## src/gme_pkg.sv

```systemverilog
package gme_pkg;

  typedef enum logic [2:0] {
    ST_IDLE,
    ST_CLEAR,
    ST_SCAN,
    ST_WB,
    ST_OUT
  } gme_state_t;

  localparam logic [2:0] MOVE_UP    = 3'd0;
  localparam logic [2:0] MOVE_DOWN  = 3'd1;
  localparam logic [2:0] MOVE_LEFT  = 3'd2;
  localparam logic [2:0] MOVE_RIGHT = 3'd3;
  localparam logic [2:0] MOVE_NONE  = 3'd4;

  // scan slot after the four neighbors: read of the current cell
  localparam logic [2:0] SLOT_HERE = 3'd4;

  localparam int CELL_OBSTACLE  = 1;
  localparam int CELL_DEAD_END  = 2;
  localparam int DEAD_END_SIDES = 3;

  localparam int CFG_AW = 4;
  localparam int CFG_DW = 32;
  localparam int POS_W  = 4;

  localparam logic [1:0] REG_START_ROW = 2'd0;
  localparam logic [1:0] REG_START_COL = 2'd1;
  localparam logic [1:0] REG_DEST_ROW  = 2'd2;
  localparam logic [1:0] REG_DEST_COL  = 2'd3;

  typedef struct packed {
    logic [POS_W-1:0] start_row;
    logic [POS_W-1:0] start_col;
    logic [POS_W-1:0] dest_row;
    logic [POS_W-1:0] dest_col;
  } gme_cfg_t;

  typedef struct packed {
    logic capture;
    logic load_start;
    logic res_arrived;
    logic res_idle;
    logic clr_step;
    logic scan_step;
    logic wb;
    logic out_load;
  } gme_cmd_t;

  typedef struct packed {
    logic arrived;
    logic in_grid;
    logic clr_last;
    logic scan_last;
    logic out_busy;
  } gme_sts_t;

endpackage

```

## src/gme_in_if.sv

```systemverilog
interface gme_in_if;
  logic valid;
  logic ready;
  logic operation;
  logic obstacle_up;
  logic obstacle_down;
  logic obstacle_left;
  logic obstacle_right;

  modport source (
    output valid, operation, obstacle_up, obstacle_down, obstacle_left, obstacle_right,
    input  ready
  );

  modport sink (
    input  valid, operation, obstacle_up, obstacle_down, obstacle_left, obstacle_right,
    output ready
  );
endinterface

```

## src/gme_out_if.sv

```systemverilog
interface gme_out_if;
  logic       valid;
  logic       ready;
  logic       arrived;
  logic [2:0] move;
  logic [3:0] new_row;
  logic [3:0] new_col;

  modport source (
    output valid, arrived, move, new_row, new_col,
    input  ready
  );

  modport sink (
    input  valid, arrived, move, new_row, new_col,
    output ready
  );
endinterface

```

## src/gme_ram.sv

```systemverilog
module gme_ram #(
  parameter int WIDTH = 8,
  parameter int DEPTH = 256
) (
  input  logic                     clk,
  input  logic                     we,
  input  logic [$clog2(DEPTH)-1:0] addr,
  input  logic [WIDTH-1:0]         wdata,
  output logic [WIDTH-1:0]         rdata
);

  logic [WIDTH-1:0] mem [DEPTH];

  always_ff @(posedge clk) begin
    if (we) begin
      mem[addr] <= wdata;
    end else begin
      rdata <= mem[addr];
    end
  end

endmodule

```

## src/gme_ctrl.sv

```systemverilog
module gme_ctrl
  import gme_pkg::*;
(
  input  logic     clk,
  input  logic     rst_n,
  input  logic     in_valid,
  input  logic     in_operation,
  output logic     in_ready,
  output gme_cmd_t cmd,
  input  gme_sts_t sts
);

  gme_state_t state_r, state_nxt;
  logic       reply_r, reply_nxt;

  always_ff @(posedge clk) begin
    if (!rst_n) begin
      state_r <= ST_CLEAR;
      reply_r <= 1'b0;
    end else begin
      state_r <= state_nxt;
      reply_r <= reply_nxt;
    end
  end

  always_comb begin
    state_nxt = state_r;
    reply_nxt = reply_r;
    in_ready  = 1'b0;
    cmd       = '0;
    unique case (state_r)
      ST_IDLE: begin
        in_ready = 1'b1;
        if (in_valid) begin
          cmd.capture = 1'b1;
          priority if (in_operation) begin
            cmd.load_start = 1'b1;
            cmd.res_idle   = 1'b1;
            reply_nxt      = 1'b1;
            state_nxt      = ST_CLEAR;
          end else if (sts.arrived) begin
            cmd.res_arrived = 1'b1;
            state_nxt       = ST_OUT;
          end else if (!sts.in_grid) begin
            cmd.res_idle = 1'b1;
            state_nxt    = ST_OUT;
          end else begin
            state_nxt = ST_SCAN;
          end
        end
      end
      ST_CLEAR: begin
        cmd.clr_step = 1'b1;
        if (sts.clr_last) begin
          reply_nxt = 1'b0;
          state_nxt = reply_r ? ST_OUT : ST_IDLE;
        end
      end
      ST_SCAN: begin
        cmd.scan_step = 1'b1;
        if (sts.scan_last) begin
          state_nxt = ST_WB;
        end
      end
      ST_WB: begin
        cmd.wb    = 1'b1;
        state_nxt = ST_OUT;
      end
      ST_OUT: begin
        if (!sts.out_busy) begin
          cmd.out_load = 1'b1;
          state_nxt    = ST_IDLE;
        end
      end
      default: begin
        state_nxt = ST_IDLE;
      end
    endcase
  end

  a_scan_to_wb: assert property (@(posedge clk) disable iff (!rst_n)
    (state_r == ST_SCAN && sts.scan_last) |=> (state_r == ST_WB))
    else $error("scan did not hand over to write-back");

  a_restart_reply: assert property (@(posedge clk) disable iff (!rst_n)
    (state_r == ST_CLEAR && sts.clr_last && reply_r) |=> (state_r == ST_OUT))
    else $error("restart finished clearing without a result");

endmodule

```

## src/gme_dp.sv

```systemverilog
module gme_dp
  import gme_pkg::*;
#(
  parameter int GRID_ROWS  = 16,
  parameter int GRID_COLS  = 16,
  parameter int CELL_WIDTH = 8
) (
  input  logic             clk,
  input  logic             rst_n,
  input  gme_cfg_t         cfg,
  input  logic [3:0]       in_obst,
  input  gme_cmd_t         cmd,
  output gme_sts_t         sts,
  output logic             out_valid,
  input  logic             out_ready,
  output logic             out_arrived,
  output logic [2:0]       out_move,
  output logic [POS_W-1:0] out_new_row,
  output logic [POS_W-1:0] out_new_col
);

  localparam int DEPTH = GRID_ROWS * GRID_COLS;
  localparam int AW    = $clog2(DEPTH);
  localparam int RW    = ($clog2(GRID_ROWS) > POS_W) ? $clog2(GRID_ROWS) : POS_W;
  localparam int CW    = ($clog2(GRID_COLS) > POS_W) ? $clog2(GRID_COLS) : POS_W;

  logic [RW-1:0]         pos_row_r;
  logic [CW-1:0]         pos_col_r;
  logic [3:0]            sens_r;
  logic [2:0]            scan_k_r;
  logic                  rd_pend_r;
  logic [1:0]            rd_slot_r;
  logic [AW-1:0]         clr_cnt_r;
  logic signed [CELL_WIDTH-1:0] val_r [4];
  logic [3:0]            oob_r;
  logic                  res_arrived_r;
  logic [2:0]            res_move_r;
  logic                  out_valid_r;
  logic                  out_arrived_r;
  logic [2:0]            out_move_r;
  logic [POS_W-1:0]      out_row_r;
  logic [POS_W-1:0]      out_col_r;

  logic [3:0]            nbr_ok;
  logic [AW-1:0]         cur_addr;
  logic [AW-1:0]         nbr_addr [4];
  logic [1:0]            k2;
  logic                  scan_here;
  logic                  ram_we;
  logic [AW-1:0]         ram_addr;
  logic [CELL_WIDTH-1:0] ram_wdata;
  logic [CELL_WIDTH-1:0] ram_rdata;
  logic [CELL_WIDTH-1:0] here_dec;
  logic [CELL_WIDTH-1:0] wb_val;
  logic [3:0]            blocked;
  logic                  dead_end;
  logic [2:0]            choice;
  logic [RW-1:0]         next_row;
  logic [CW-1:0]         next_col;
  logic                  row_in, col_in;

  // neighbor and grid checks
  assign nbr_ok[0] = (pos_row_r != '0);
  assign nbr_ok[1] = (({1'b0, pos_row_r} + (RW+1)'(1)) < (RW+1)'(GRID_ROWS));
  assign nbr_ok[2] = (pos_col_r != '0);
  assign nbr_ok[3] = (({1'b0, pos_col_r} + (CW+1)'(1)) < (CW+1)'(GRID_COLS));
  assign row_in    = ({1'b0, pos_row_r} < (RW+1)'(GRID_ROWS));
  assign col_in    = ({1'b0, pos_col_r} < (CW+1)'(GRID_COLS));

  assign cur_addr    = AW'(pos_row_r) * AW'(GRID_COLS) + AW'(pos_col_r);
  assign nbr_addr[0] = cur_addr - AW'(GRID_COLS);
  assign nbr_addr[1] = cur_addr + AW'(GRID_COLS);
  assign nbr_addr[2] = cur_addr - AW'(1);
  assign nbr_addr[3] = cur_addr + AW'(1);

  assign k2        = scan_k_r[1:0];
  assign scan_here = (scan_k_r == SLOT_HERE);

  assign sts.arrived   = (pos_row_r == RW'(cfg.dest_row)) && (pos_col_r == CW'(cfg.dest_col));
  assign sts.in_grid   = row_in && col_in;
  assign sts.clr_last  = (clr_cnt_r == AW'(DEPTH - 1));
  assign sts.scan_last = scan_here;
  assign sts.out_busy  = out_valid_r && !out_ready;

  // decision on the current cell
  always_comb begin
    for (int k = 0; k < 4; k++) begin
      blocked[k] = oob_r[k] | (!val_r[k][CELL_WIDTH-1] && (val_r[k] != '0));
    end
    here_dec = (ram_rdata == {1'b1, {(CELL_WIDTH-1){1'b0}}}) ? ram_rdata
                                                              : ram_rdata - CELL_WIDTH'(1);
    dead_end = (3'($countones(blocked)) == 3'(DEAD_END_SIDES));
    wb_val   = dead_end ? CELL_WIDTH'(CELL_DEAD_END) : here_dec;
    choice   = MOVE_NONE;
    for (int k = 0; k < 4; k++) begin
      if (!blocked[k] && ((choice == MOVE_NONE) || (val_r[k] > val_r[choice[1:0]]))) begin
        choice = 3'(k);
      end
    end
  end

  always_comb begin
    next_row = pos_row_r;
    next_col = pos_col_r;
    unique case (choice)
      MOVE_UP:    next_row = pos_row_r - RW'(1);
      MOVE_DOWN:  next_row = pos_row_r + RW'(1);
      MOVE_LEFT:  next_col = pos_col_r - CW'(1);
      MOVE_RIGHT: next_col = pos_col_r + CW'(1);
      default: begin
        next_row = pos_row_r;
        next_col = pos_col_r;
      end
    endcase
  end

  // map port
  always_comb begin
    ram_we    = 1'b0;
    ram_addr  = cur_addr;
    ram_wdata = '0;
    priority if (cmd.clr_step) begin
      ram_we   = 1'b1;
      ram_addr = clr_cnt_r;
    end else if (cmd.scan_step) begin
      if (!scan_here && nbr_ok[k2]) begin
        ram_addr  = nbr_addr[k2];
        ram_we    = sens_r[k2];
        ram_wdata = CELL_WIDTH'(CELL_OBSTACLE);
      end
    end else if (cmd.wb) begin
      ram_we    = 1'b1;
      ram_wdata = wb_val;
    end else begin
      ram_we = 1'b0;
    end
  end

  gme_ram #(
    .WIDTH (CELL_WIDTH),
    .DEPTH (DEPTH)
  ) u_map (
    .clk   (clk),
    .we    (ram_we),
    .addr  (ram_addr),
    .wdata (ram_wdata),
    .rdata (ram_rdata)
  );

  always_ff @(posedge clk) begin
    if (!rst_n) begin
      pos_row_r   <= '0;
      pos_col_r   <= '0;
      scan_k_r    <= '0;
      rd_pend_r   <= 1'b0;
      clr_cnt_r   <= '0;
      out_valid_r <= 1'b0;
    end else begin
      if (cmd.capture) begin
        scan_k_r <= '0;
      end else if (cmd.scan_step) begin
        scan_k_r <= scan_k_r + 3'd1;
      end
      if (cmd.load_start) begin
        pos_row_r <= RW'(cfg.start_row);
        pos_col_r <= CW'(cfg.start_col);
      end else if (cmd.wb) begin
        pos_row_r <= next_row;
        pos_col_r <= next_col;
      end
      if (cmd.clr_step) begin
        clr_cnt_r <= sts.clr_last ? '0 : clr_cnt_r + AW'(1);
      end
      rd_pend_r <= cmd.scan_step && !scan_here && nbr_ok[k2] && !sens_r[k2];
      if (cmd.out_load) begin
        out_valid_r <= 1'b1;
      end else if (out_ready) begin
        out_valid_r <= 1'b0;
      end
    end
  end

  always_ff @(posedge clk) begin
    if (cmd.capture) begin
      sens_r <= in_obst;
    end
    rd_slot_r <= k2;
    if (rd_pend_r) begin
      val_r[rd_slot_r] <= ram_rdata;
    end
    if (cmd.scan_step && !scan_here) begin
      oob_r[k2] <= !nbr_ok[k2];
      if (nbr_ok[k2] && sens_r[k2]) begin
        val_r[k2] <= CELL_WIDTH'(CELL_OBSTACLE);
      end
    end
    if (cmd.res_arrived) begin
      res_arrived_r <= 1'b1;
      res_move_r    <= MOVE_NONE;
    end else if (cmd.res_idle) begin
      res_arrived_r <= 1'b0;
      res_move_r    <= MOVE_NONE;
    end else if (cmd.wb) begin
      res_arrived_r <= 1'b0;
      res_move_r    <= choice;
    end
    if (cmd.out_load) begin
      out_arrived_r <= res_arrived_r;
      out_move_r    <= res_move_r;
      out_row_r     <= pos_row_r[POS_W-1:0];
      out_col_r     <= pos_col_r[POS_W-1:0];
    end
  end

  assign out_valid   = out_valid_r;
  assign out_arrived = out_arrived_r;
  assign out_move    = out_move_r;
  assign out_new_row = out_row_r;
  assign out_new_col = out_col_r;

  a_move_stays_in_grid: assert property (@(posedge clk) disable iff (!rst_n)
    (cmd.wb && choice != MOVE_NONE) |=> (row_in && col_in))
    else $error("move left the grid");

  a_reads_done_at_wb: assert property (@(posedge clk) disable iff (!rst_n)
    cmd.wb |-> !rd_pend_r)
    else $error("neighbor read still in flight at decision");

  a_arrived_no_move: assert property (@(posedge clk) disable iff (!rst_n)
    (out_valid_r && out_arrived_r) |-> (out_move_r == MOVE_NONE))
    else $error("arrived result carries a move");

endmodule

```

## src/grid_maze_explorer_top.sv

```systemverilog
// sequence: a step goes through neighbor scan, current-cell read, write-back
// and output; arrival/off-grid steps skip to output; a restart clears the map
// throughput: one item at a time, set by the single map memory port
// (one neighbor access per cycle, then current cell read and write-back)
// reset: synchronous active-low; clears control and config, then sweeps the
// map to zero with in_item.ready low
module grid_maze_explorer_top
  import gme_pkg::*;
#(
  parameter int GRID_ROWS  = 16,
  parameter int GRID_COLS  = 16,
  parameter int CELL_WIDTH = 8
) (
  input  logic              clk,
  input  logic              rst_n,
  gme_in_if.sink            in_item,
  gme_out_if.source         out_item,
  input  logic              psel,
  input  logic              penable,
  input  logic              pwrite,
  input  logic [CFG_AW-1:0] paddr,
  input  logic [CFG_DW-1:0] pwdata,
  output logic [CFG_DW-1:0] prdata,
  output logic              pready
);

  gme_cfg_t cfg_r;
  gme_cmd_t cmd;
  gme_sts_t sts;
  logic     cfg_wr;

  assign pready = 1'b1;
  assign cfg_wr = psel && penable && pwrite && pready;

  always_ff @(posedge clk) begin
    if (!rst_n) begin
      cfg_r <= '0;
    end else if (cfg_wr) begin
      unique case (paddr[3:2])
        REG_START_ROW: cfg_r.start_row <= pwdata[POS_W-1:0];
        REG_START_COL: cfg_r.start_col <= pwdata[POS_W-1:0];
        REG_DEST_ROW:  cfg_r.dest_row  <= pwdata[POS_W-1:0];
        REG_DEST_COL:  cfg_r.dest_col  <= pwdata[POS_W-1:0];
        default: cfg_r <= cfg_r;
      endcase
    end
  end

  always_comb begin
    unique case (paddr[3:2])
      REG_START_ROW: prdata = CFG_DW'(cfg_r.start_row);
      REG_START_COL: prdata = CFG_DW'(cfg_r.start_col);
      REG_DEST_ROW:  prdata = CFG_DW'(cfg_r.dest_row);
      REG_DEST_COL:  prdata = CFG_DW'(cfg_r.dest_col);
      default:       prdata = '0;
    endcase
  end

  gme_ctrl u_ctrl (
    .clk          (clk),
    .rst_n        (rst_n),
    .in_valid     (in_item.valid),
    .in_operation (in_item.operation),
    .in_ready     (in_item.ready),
    .cmd          (cmd),
    .sts          (sts)
  );

  gme_dp #(
    .GRID_ROWS  (GRID_ROWS),
    .GRID_COLS  (GRID_COLS),
    .CELL_WIDTH (CELL_WIDTH)
  ) u_dp (
    .clk         (clk),
    .rst_n       (rst_n),
    .cfg         (cfg_r),
    .in_obst     ({in_item.obstacle_right, in_item.obstacle_left,
                   in_item.obstacle_down, in_item.obstacle_up}),
    .cmd         (cmd),
    .sts         (sts),
    .out_valid   (out_item.valid),
    .out_ready   (out_item.ready),
    .out_arrived (out_item.arrived),
    .out_move    (out_item.move),
    .out_new_row (out_item.new_row),
    .out_new_col (out_item.new_col)
  );

endmodule

```

## src/flat_wrapper.sv

```systemverilog
// flat-port wrapper written by rule: the top's interface ports become plain ports
module grid_maze_explorer_top_flat import gme_pkg::*;
#(
  parameter int GRID_ROWS  = 16,
  parameter int GRID_COLS  = 16,
  parameter int CELL_WIDTH = 8
)
  (clk, rst_n, psel, penable, pwrite, paddr, pwdata, prdata, pready, in_item_valid, in_item_operation, in_item_obstacle_up, in_item_obstacle_down, in_item_obstacle_left, in_item_obstacle_right, in_item_ready, out_item_valid, out_item_arrived, out_item_move, out_item_new_row, out_item_new_col, out_item_ready);
  gme_in_if in_item_i ();
  gme_out_if out_item_i ();
  input  logic clk;
  input  logic rst_n;
  input  logic psel;
  input  logic penable;
  input  logic pwrite;
  input  logic [CFG_AW-1:0] paddr;
  input  logic [CFG_DW-1:0] pwdata;
  output logic [CFG_DW-1:0] prdata;
  output logic pready;
  input wire logic [$bits(in_item_i.valid)-1:0] in_item_valid;
  input wire logic [$bits(in_item_i.operation)-1:0] in_item_operation;
  input wire logic [$bits(in_item_i.obstacle_up)-1:0] in_item_obstacle_up;
  input wire logic [$bits(in_item_i.obstacle_down)-1:0] in_item_obstacle_down;
  input wire logic [$bits(in_item_i.obstacle_left)-1:0] in_item_obstacle_left;
  input wire logic [$bits(in_item_i.obstacle_right)-1:0] in_item_obstacle_right;
  output wire logic [$bits(in_item_i.ready)-1:0] in_item_ready;
  output wire logic [$bits(out_item_i.valid)-1:0] out_item_valid;
  output wire logic [$bits(out_item_i.arrived)-1:0] out_item_arrived;
  output wire logic [$bits(out_item_i.move)-1:0] out_item_move;
  output wire logic [$bits(out_item_i.new_row)-1:0] out_item_new_row;
  output wire logic [$bits(out_item_i.new_col)-1:0] out_item_new_col;
  input wire logic [$bits(out_item_i.ready)-1:0] out_item_ready;
  assign in_item_i.valid = in_item_valid;
  assign in_item_i.operation = in_item_operation;
  assign in_item_i.obstacle_up = in_item_obstacle_up;
  assign in_item_i.obstacle_down = in_item_obstacle_down;
  assign in_item_i.obstacle_left = in_item_obstacle_left;
  assign in_item_i.obstacle_right = in_item_obstacle_right;
  assign in_item_ready = in_item_i.ready;
  assign out_item_valid = out_item_i.valid;
  assign out_item_arrived = out_item_i.arrived;
  assign out_item_move = out_item_i.move;
  assign out_item_new_row = out_item_i.new_row;
  assign out_item_new_col = out_item_i.new_col;
  assign out_item_i.ready = out_item_ready;
  grid_maze_explorer_top #(.GRID_ROWS(GRID_ROWS), .GRID_COLS(GRID_COLS), .CELL_WIDTH(CELL_WIDTH)) u_core (.clk(clk), .rst_n(rst_n), .in_item(in_item_i), .out_item(out_item_i), .psel(psel), .penable(penable), .pwrite(pwrite), .paddr(paddr), .pwdata(pwdata), .prdata(prdata), .pready(pready));
endmodule
```

## config.mk

```make
export PLATFORM = sky130hd
export DESIGN_NAME = grid_maze_explorer_top_flat
export DESIGN_NICKNAME = d
export VERILOG_FILES = /design/src/gme_pkg.sv /design/src/gme_in_if.sv /design/src/gme_out_if.sv /design/src/gme_ram.sv /design/src/gme_ctrl.sv /design/src/gme_dp.sv /design/src/grid_maze_explorer_top.sv /design/src/flat_wrapper.sv
export SDC_FILE = /design/constraint.sdc
export NUM_CORES = 2
export LEC_CHECK = 0
export BUFFER_PORTS_ARGS = -buffer_cell sky130_fd_sc_hd__buf_4
export CAP_MARGIN = 20
export CORE_MARGIN = 5
export CORE_UTILIZATION = 30
export CTS_BUF_LIST = sky130_fd_sc_hd__clkbuf_2
export DETAILED_ROUTE_END_ITERATION = 6
export HOLD_SLACK_MARGIN = 0.02
export PLACE_DENSITY_LB_ADDON = 0.1
export SKIP_CTS_REPAIR_TIMING = 1
export SLEW_MARGIN = 20
export SYNTH_ARGS = -nofsm -noshare
export SYNTH_HDL_FRONTEND = slang
export SYNTH_SLANG_ARGS = --single-unit
```

## constraint.sdc

```tcl
create_clock -name clk -period 15.8 [get_ports clk]
set_clock_uncertainty 0.2 [all_clocks]
set_input_delay 0.79 -clock clk [delete_from_list [all_inputs] [get_ports clk]]
set_output_delay 0.79 -clock clk [all_outputs]
set_load 0.01 [all_outputs]
```

Yosys cells after proc, flatten, opt, wreduce, memory -nomap -nowiden
Memory sizes are Yosys's and may differ from the RTL's. A register that Yosys moved wholly into a read port is not among the register bits.
Cells that the tools add are included.
{ "totals": {"mem_count": 2, "regBits": 67, "mem_bits_rw": 2080, "input_bits": 48, "out_inout_bits": 47, "word_cells": 204} }
{ "memory_table": {"columns": ["name", "depth", "width", "rd", "rd_clocked_by_memory_dff", "wr", "line_no", "source"], "rows": [
  ["u_core.u_dp.u_map.mem", 256, 8, 1, 1, 1, "gme_ram.sv:12", "logic [WIDTH-1:0] mem [DEPTH];"],
  ["u_core.u_dp.val_r", 4, 8, 7, 0, 2, "gme_dp.sv:34", "logic signed [CELL_WIDTH-1:0] val_r [4];"]
]} }
{ "classes": {"n_addsub": 17, "n_mux": 69, "eq_ne": 24, "order_cmp": 8, "n_reduce_logical": 57, "bitwise": 6} }
{ "op_table": {"columns": ["operator", "count"], "rows": [
  ["$pmux 32 s4", 1],
  ["$mux 8", 11],
  ["$mux 3", 11],
  ["$reduce_bool 8->1", 4],
  ["$mux 1", 31],
  ["$gt 8x8->1", 3],
  ["$mux 4", 6],
  ["$eq 3x3->1 const B", 6],
  ["$logic_and 1x1->1", 17],
  ["$add 8x1->8 const B", 2],
  ["$bmux 8 s2", 1],
  ["$eq 8x8->1 const B", 2],
  ["$pmux 4 s2", 2],
  ["$sub 8x1->8 const B", 2],
  ["$pmux 3 s5", 1],
  ["$eq 3x2->1 const B", 4],
  ["$logic_not 1->1", 12],
  ["$reduce_and 2->1", 6],
  ["$add 4x1->5 const B", 2],
  ["$lt 5x5->1 const B", 2],
  ["$ne 2x2->1 const B", 5],
  ["$add 4x1->4 const B", 2],
  ["$add 8x4->8", 1],
  ["$add 8x5->8 const B", 1],
  ["27 further kinds", 46]
]} }

Logic depth before layout (Yosys ltp)
An unclocked memory read counts as a cell.
{ "logic_depth": {"depth_word": 24, "ltp_mapped": 37, "ltp_nobuf": 33} }

Hierarchy
A second synthesis with hierarchy kept.
{ "unflattened": {"cells_unflattened": 4268, "area_unflattened_um2": 84800.1} }
{ "modules_own_cells": {"columns": ["mod", "n_inst", "area_each_um2", "cells_each", "seq_area_each_um2"], "rows": [
  ["gme_ram", 1, 78534.1, 3545, 61739.2],
  ["gme_dp", 1, 4991.0, 582, 1781.7],
  ["grid_maze_explorer_top", 1, 967.2, 97, 320.3],
  ["gme_ctrl", 1, 307.8, 44, 80.1]
]} }

Worst setup path after synthesis
Ideal clock, no wire load.
{ "synth_path": {"kind": "reg2reg", "start": "memory u_core.u_dp.val_r[3][3]", "end": "memory u_core.u_dp.u_map.mem[0][7] (data pin)", "setup_time_ps": 2102, "path_stages_with_launch": 10, "period_less_slack_ps": 14188, "slack_ps": 1612, "arrival_ps": 11886, "path_buffers": 0, "t_required_ps": 13498, "path_cell_list": "dfxtp_1 > or4_1 > nor4_1 > o21bai_1 > fa_1 > ha_1 > ha_1 > nand3b_1 > nand2_1 > nor3_1"} }
{ "synth_rtl": {"columns": ["element", "line_no"], "rows": [
  ["start: declaration", "gme_dp.sv:34"],
  ["end: declaration", "gme_ram.sv:12"]
]} }

Worst setup path in the final report
{ "layout_path": {"start": "register u_core.u_dp.scan_k_r[1]", "end": "register u_core.u_dp.u_map.rdata[5] (read register of u_core.u_dp.u_map.mem) (data pin)"} }
{ "layout_via": {"elab_chain_len": 7, "word_cells_on_any_way": 18, "cone_classes": "eq/ne: 1; mux: 13; bitwise: 1; reduce/logical: 3"} }
{ "layout_rtl": {"columns": ["element", "line_no", "source"], "rows": [
  ["start: declaration", "gme_dp.sv:30", "logic [2:0] scan_k_r;"],
  ["start signal: assignment", "gme_dp.sv:162", "scan_k_r <= scan_k_r + 3'd1;"],
  ["$not 2->3 (implied by the code) (tied with other cells)", "gme_dp.sv:127", "ram_addr = nbr_addr[k2];"],
  ["$bmux 8 s2 (tied with other cells)", "gme_dp.sv:127", null],
  ["$mux 8 (implied by the code) / $logic_and 1x1->1 (equally long branches)", "gme_dp.sv:127, gme_dp.sv:126", null],
  ["$mux 8 (implied by the code) / $mux 1 (equally long branches)", "gme_dp.sv:127, gme_dp.sv:126", null],
  ["$mux 8 / $mux 1 (equally long branches)", "gme_dp.sv:126, gme_dp.sv:125", null],
  ["$mux 8 / $mux 1 (equally long branches)", "gme_dp.sv:125, gme_dp.sv:122", null],
  ["$mux 8 / $logic_not 1->1 (equally long branches)", null, null],
  ["end: declaration", "gme_ram.sv:9", "output logic [WIDTH-1:0] rdata"]
]} }
Parallel ways exist; a longest one is shown, timed or not. The select of a mux whose other input is x is not followed.
A chain may end at the register's enable or synchronous reset.

==> results list <==
* Post-DR vias/cell: 5.262
- Data on the critical path arrives at its endpoint at 9420 ps.
- Port buffering added 35 buffers.
- Synth top area cells: sky130_fd_sc_hd__edfxtp_1, sky130_fd_sc_hd__nand2_1, sky130_fd_sc_hd__mux2i_1, sky130_fd_sc_hd__a21oi_1, sky130_fd_sc_hd__dfxtp_1
- After detailed routing, the average wire length per cell comes to 30.80 um.
- The number of placed instances, taps included, is 10240.
* RSZ-0062 raised after global routing: no
- Post-synth design cell area: 88640 um^2
- Distinct cell type count of the synthesized netlist: 92
- Clock slew at reported path FFs: 100 ps
- The congestion estimate from routability-driven global placement came to 0.8463.
- Counting flops and latches in the post-synthesis netlist gives 2155.
- Share of cells above drive strength 1: 0.1757
- Outcome: completed
* Startpoint-to-endpoint class of the critical path: register to register
- The number of hold violations in the final report came to 0.
- Count of vias placed by the detailed router: 59700
- Req. time, crit path: 17350 ps
* Count of routing violations after the opening detailed-route iteration: 5812
* Tot GR Track Use: 0.2195
- The library cell used most frequently in the layout, excluding fill and tap cells, is sky130_fd_sc_hd__edfxtp_1.
- Maximum fanout encountered on the critical timing path: 116
* Leading cell types in the layout, fill and taps excluded: sky130_fd_sc_hd__edfxtp_1, sky130_fd_sc_hd__nand2_1, sky130_fd_sc_hd__clkbuf_2, sky130_fd_sc_hd__a21oi_1, sky130_fd_sc_hd__nor2_1
- The final-report max-slew violation count was 0.
- IR analysis of the VDD net gives a maximum drop of 0.00005841 V.
- Timing would allow up to 127.0 MHz.
- Latest clock arrival within the worst-skew pair: 2110 ps
- Layout Nets: 7074
- Summed negative setup slack over all endpoints: 0 ps
* Sum of overflow across all layers after global routing: 0
- Relative to the synthesized area, the layout overhead comes to 12.26%.
* CP Launch Point: u_core.u_dp.scan_k_r[1]$_SDFFE_PP0N_
* Number of warnings printed during yosys synthesis: 0
- Total Die Area: 306500 um^2
* Final Critical Period: 7874 ps
- Final core utilization: 0.3384
- In the routed design, unresolved DRC markers number 0.
- Proportion of netlist area held by the largest area contributor: 0.7033
* Worst reg2reg path startpoint: u_core.u_dp.scan_k_r[1]$_SDFFE_PP0N_
- Clock sinks: 2155
* Sequential-to-total area share from yosys stat: 0.7211
- Final total power: 11130 uW
* Power per unit of standard cell area: 111.8 nW/um^2
- Number of primary I/O pins: 95
* Post-synthesis instance total: 6532
- Vias in the first global route: 57360
- The most used flip-flop cell after synthesis is sky130_fd_sc_hd__edfxtp_1.
- Before antenna repair, the detailed router went through 6 iterations.
- Measured against its own limit, the worst slew margin works out to 0.1942.
* Number of rows created at floorplan: 199
- Summed over all cells, the static leakage comes to 0.03279 uW.
- Die outline width: 553.6 um
- Final cycle utilization of the critical path: 0.4984
- The clock tree synthesis step divided the H-tree into 6 levels.
* Post-route insts no fill: 11350
- A synthesized cell averages 13.57 um^2.
* Core ar.: 294100 um^2
* Startpoint of the lowest-slack hold path: in_item_operation
* Cell accounting for the most synthesized area: sky130_fd_sc_hd__edfxtp_1
- First-pass GRT wire length: 475900 um
* Setup-failing EPs final: 0
- The synthesized design contains 2076 enable-type register cells.
* Placed wire-length estimate: 213600 um
* Antenna Violating Nets Remaining: 0
- Kind of end point of the critical path: register
* Die height: 553.6 um
- The number of antenna violations at the first check in global routing was 26.
- CTS Buf Count: 599
* Final wirelength: 349500 um
- The worst hold path belongs to the class input pin to register.
* Clock Tree Buf Depth: 4
- Entering global routing, the biggest net connects 178 pins.
- Slew at the pin closest to its max-slew limit: 1175 ps
- The tool flagged a number of max-cap violations equal to 0.
- Filler cells: 29270
- Root cell of the clock tree: sky130_fd_sc_hd__clkbuf_2
- Clock tree from TritonCTS: yes
- Of all flip-flops after synthesis, the portion carrying an async set or reset was 0.
* Initial core utilization: 0.3015
- The worst setup path is launched from a register.
==> area by class of cell <==
| type | count | area [um^2] | area share |
|---|---|---|---|
| sequential | 2155 | 63920 | 0.6424 |
| multi-input combinational | 3907 | 22640 | 0.2275 |
| tap | 3919 | 4903 | 0.04928 |
| clock buffer | 897 | 4489 | 0.04511 |
| timing repair buffer | 290 | 2550 | 0.02563 |
| clock inverter | 133 | 855.8 | 0.008600 |
| inverter | 29 | 108.9 | 0.001094 |
| antenna | 16 | 40.04 | 0.0004024 |
==> cell usage after synthesis, drive strengths merged (12+ instances only) <==
| cell | count |
|---|---|
| buf | 348 |
| o211ai | 30 |
| a32oi | 78 |
| dfxtp | 79 |
| a22oi | 124 |
| nor2 | 420 |
| a22o | 40 |
| ha | 42 |
| o2111ai | 20 |
| a211oi | 51 |
| a21oi | 437 |
| a2111oi | 14 |
| nand3 | 271 |
| clkbuf | 120 |
| mux2i | 334 |
| o21ai | 95 |
| nor3 | 57 |
| and3 | 82 |
| nor4 | 27 |
| a31oi | 81 |
| o22ai | 23 |
| inv | 29 |
| nand2 | 1261 |
| a21o | 12 |
| xnor2 | 14 |
| edfxtp | 2076 |
| nand4 | 45 |
| mux2 | 16 |
| a311oi | 18 |
| a32o | 35 |
| a221oi | 50 |
==> metal layers <==
layer,GRT usage,share of wire,vias up
met1,0.2986,0.43,30740
met2,0.3446,0.46,2407
met4,0.08868,0.041,14
met5,0,0.00027,-
li1,-,-,25950
met3,0.04364,0.066,590
==> final timing paths <==
| path | end | slack (ps) | cells past startpoint |
|---|---|---|---|
| setup reg to reg | u_core.u_dp.u_map.rdata[5]$_DFFE_PN_ | 7930 | 17 |
| setup / recovery | u_core.u_dp.u_map.rdata[5]$_DFFE_PN_ | 7930 | 17 |
| hold / removal | u_core.u_dp.res_arrived_r$_SDFFE_PP1P_ | 180 | 5 |
| hold reg to reg | u_core.u_dp.out_move[2]$_DFFE_PP_ | 250 | 0 |
==> report_power, final <==
group          switching (uW)  internal [uW]  leakage, uW
registers                4.55           6170       0.0172
clock network            2480           1600      0.00409
logic                     639            235       0.0115
==> through the flow <==
stage / hold WS [ps] / cell area (um^2) / setup slack, ps
floorplan: 167.8 / 88750 / 1612
CTS: -1658 / 98800 / 8000
global route: 27.96 / 99480 / 7629
global placement: 222.3 / 93420 / 8004
finish: 176.8 / 99510 / 7926
detailed placement: 225.9 / 93460 / 8023
==> logic make-up (layout without fill, tap and decap cells) <==
logic type,Yosys count,in the layout,share of synthesized area
AO/OA/AOI/OAI,1199,1199,0.09089
multiplexers,355,355,0.04102
other,2,45,0.00008472
XOR/XNOR,25,25,0.002470
adder cells (fa/ha/maj),44,44,0.006380
flip-flops,2155,2155,0.7211
buffers and inverters,497,1349,0.02874
AND/OR/NAND/NOR,2255,2255,0.1093
==> sequential cells by signal (all words and copies together) (netlist names) <==
register                   flops
u_core.u_dp.pos_col_r          4
u_core.u_dp.out_new_col        4
u_core.u_dp.res_arrived_r      1
u_core.u_dp.rd_slot_r          2
u_core.u_dp.rd_pend_r          1
u_core.cfg_r                  16
u_core.u_dp.u_map.mem       2048
u_core.u_dp.sens_r             4
u_core.u_dp.pos_row_r          4
u_core.u_ctrl.state_r          3
u_core.u_dp.u_map.rdata        8
u_core.u_dp.val_r             32
u_core.u_dp.oob_r              4
u_core.u_dp.res_move_r         3
u_core.u_dp.scan_k_r           3
u_core.u_dp.out_valid          1
u_core.u_dp.out_move           3
u_core.u_dp.clr_cnt_r          8
u_core.u_dp.out_arrived        1
u_core.u_dp.out_new_row        4
u_core.u_ctrl.reply_r          1
==> worst max-delay path, stage by stage (launching register included) <==
cell	delay, ps
sky130_fd_sc_hd__dfxtp_1	630
sky130_fd_sc_hd__inv_2	200
sky130_fd_sc_hd__ha_1	260
sky130_fd_sc_hd__nand2_1	190
sky130_fd_sc_hd__and2_1	370
sky130_fd_sc_hd__a211oi_1	290
sky130_fd_sc_hd__nor3_4	240
sky130_fd_sc_hd__buf_4	410
sky130_fd_sc_hd__buf_12	560
sky130_fd_sc_hd__buf_12	450
sky130_fd_sc_hd__buf_12	570
sky130_fd_sc_hd__mux2i_1	280
sky130_fd_sc_hd__a32o_1	180
sky130_fd_sc_hd__a211oi_1	110
sky130_fd_sc_hd__a21oi_1	610
sky130_fd_sc_hd__o21ai_0	300
sky130_fd_sc_hd__nor4bb_1	860
sky130_fd_sc_hd__nand4_1	430
Note: power is estimated with default switching activity, not from simulation.
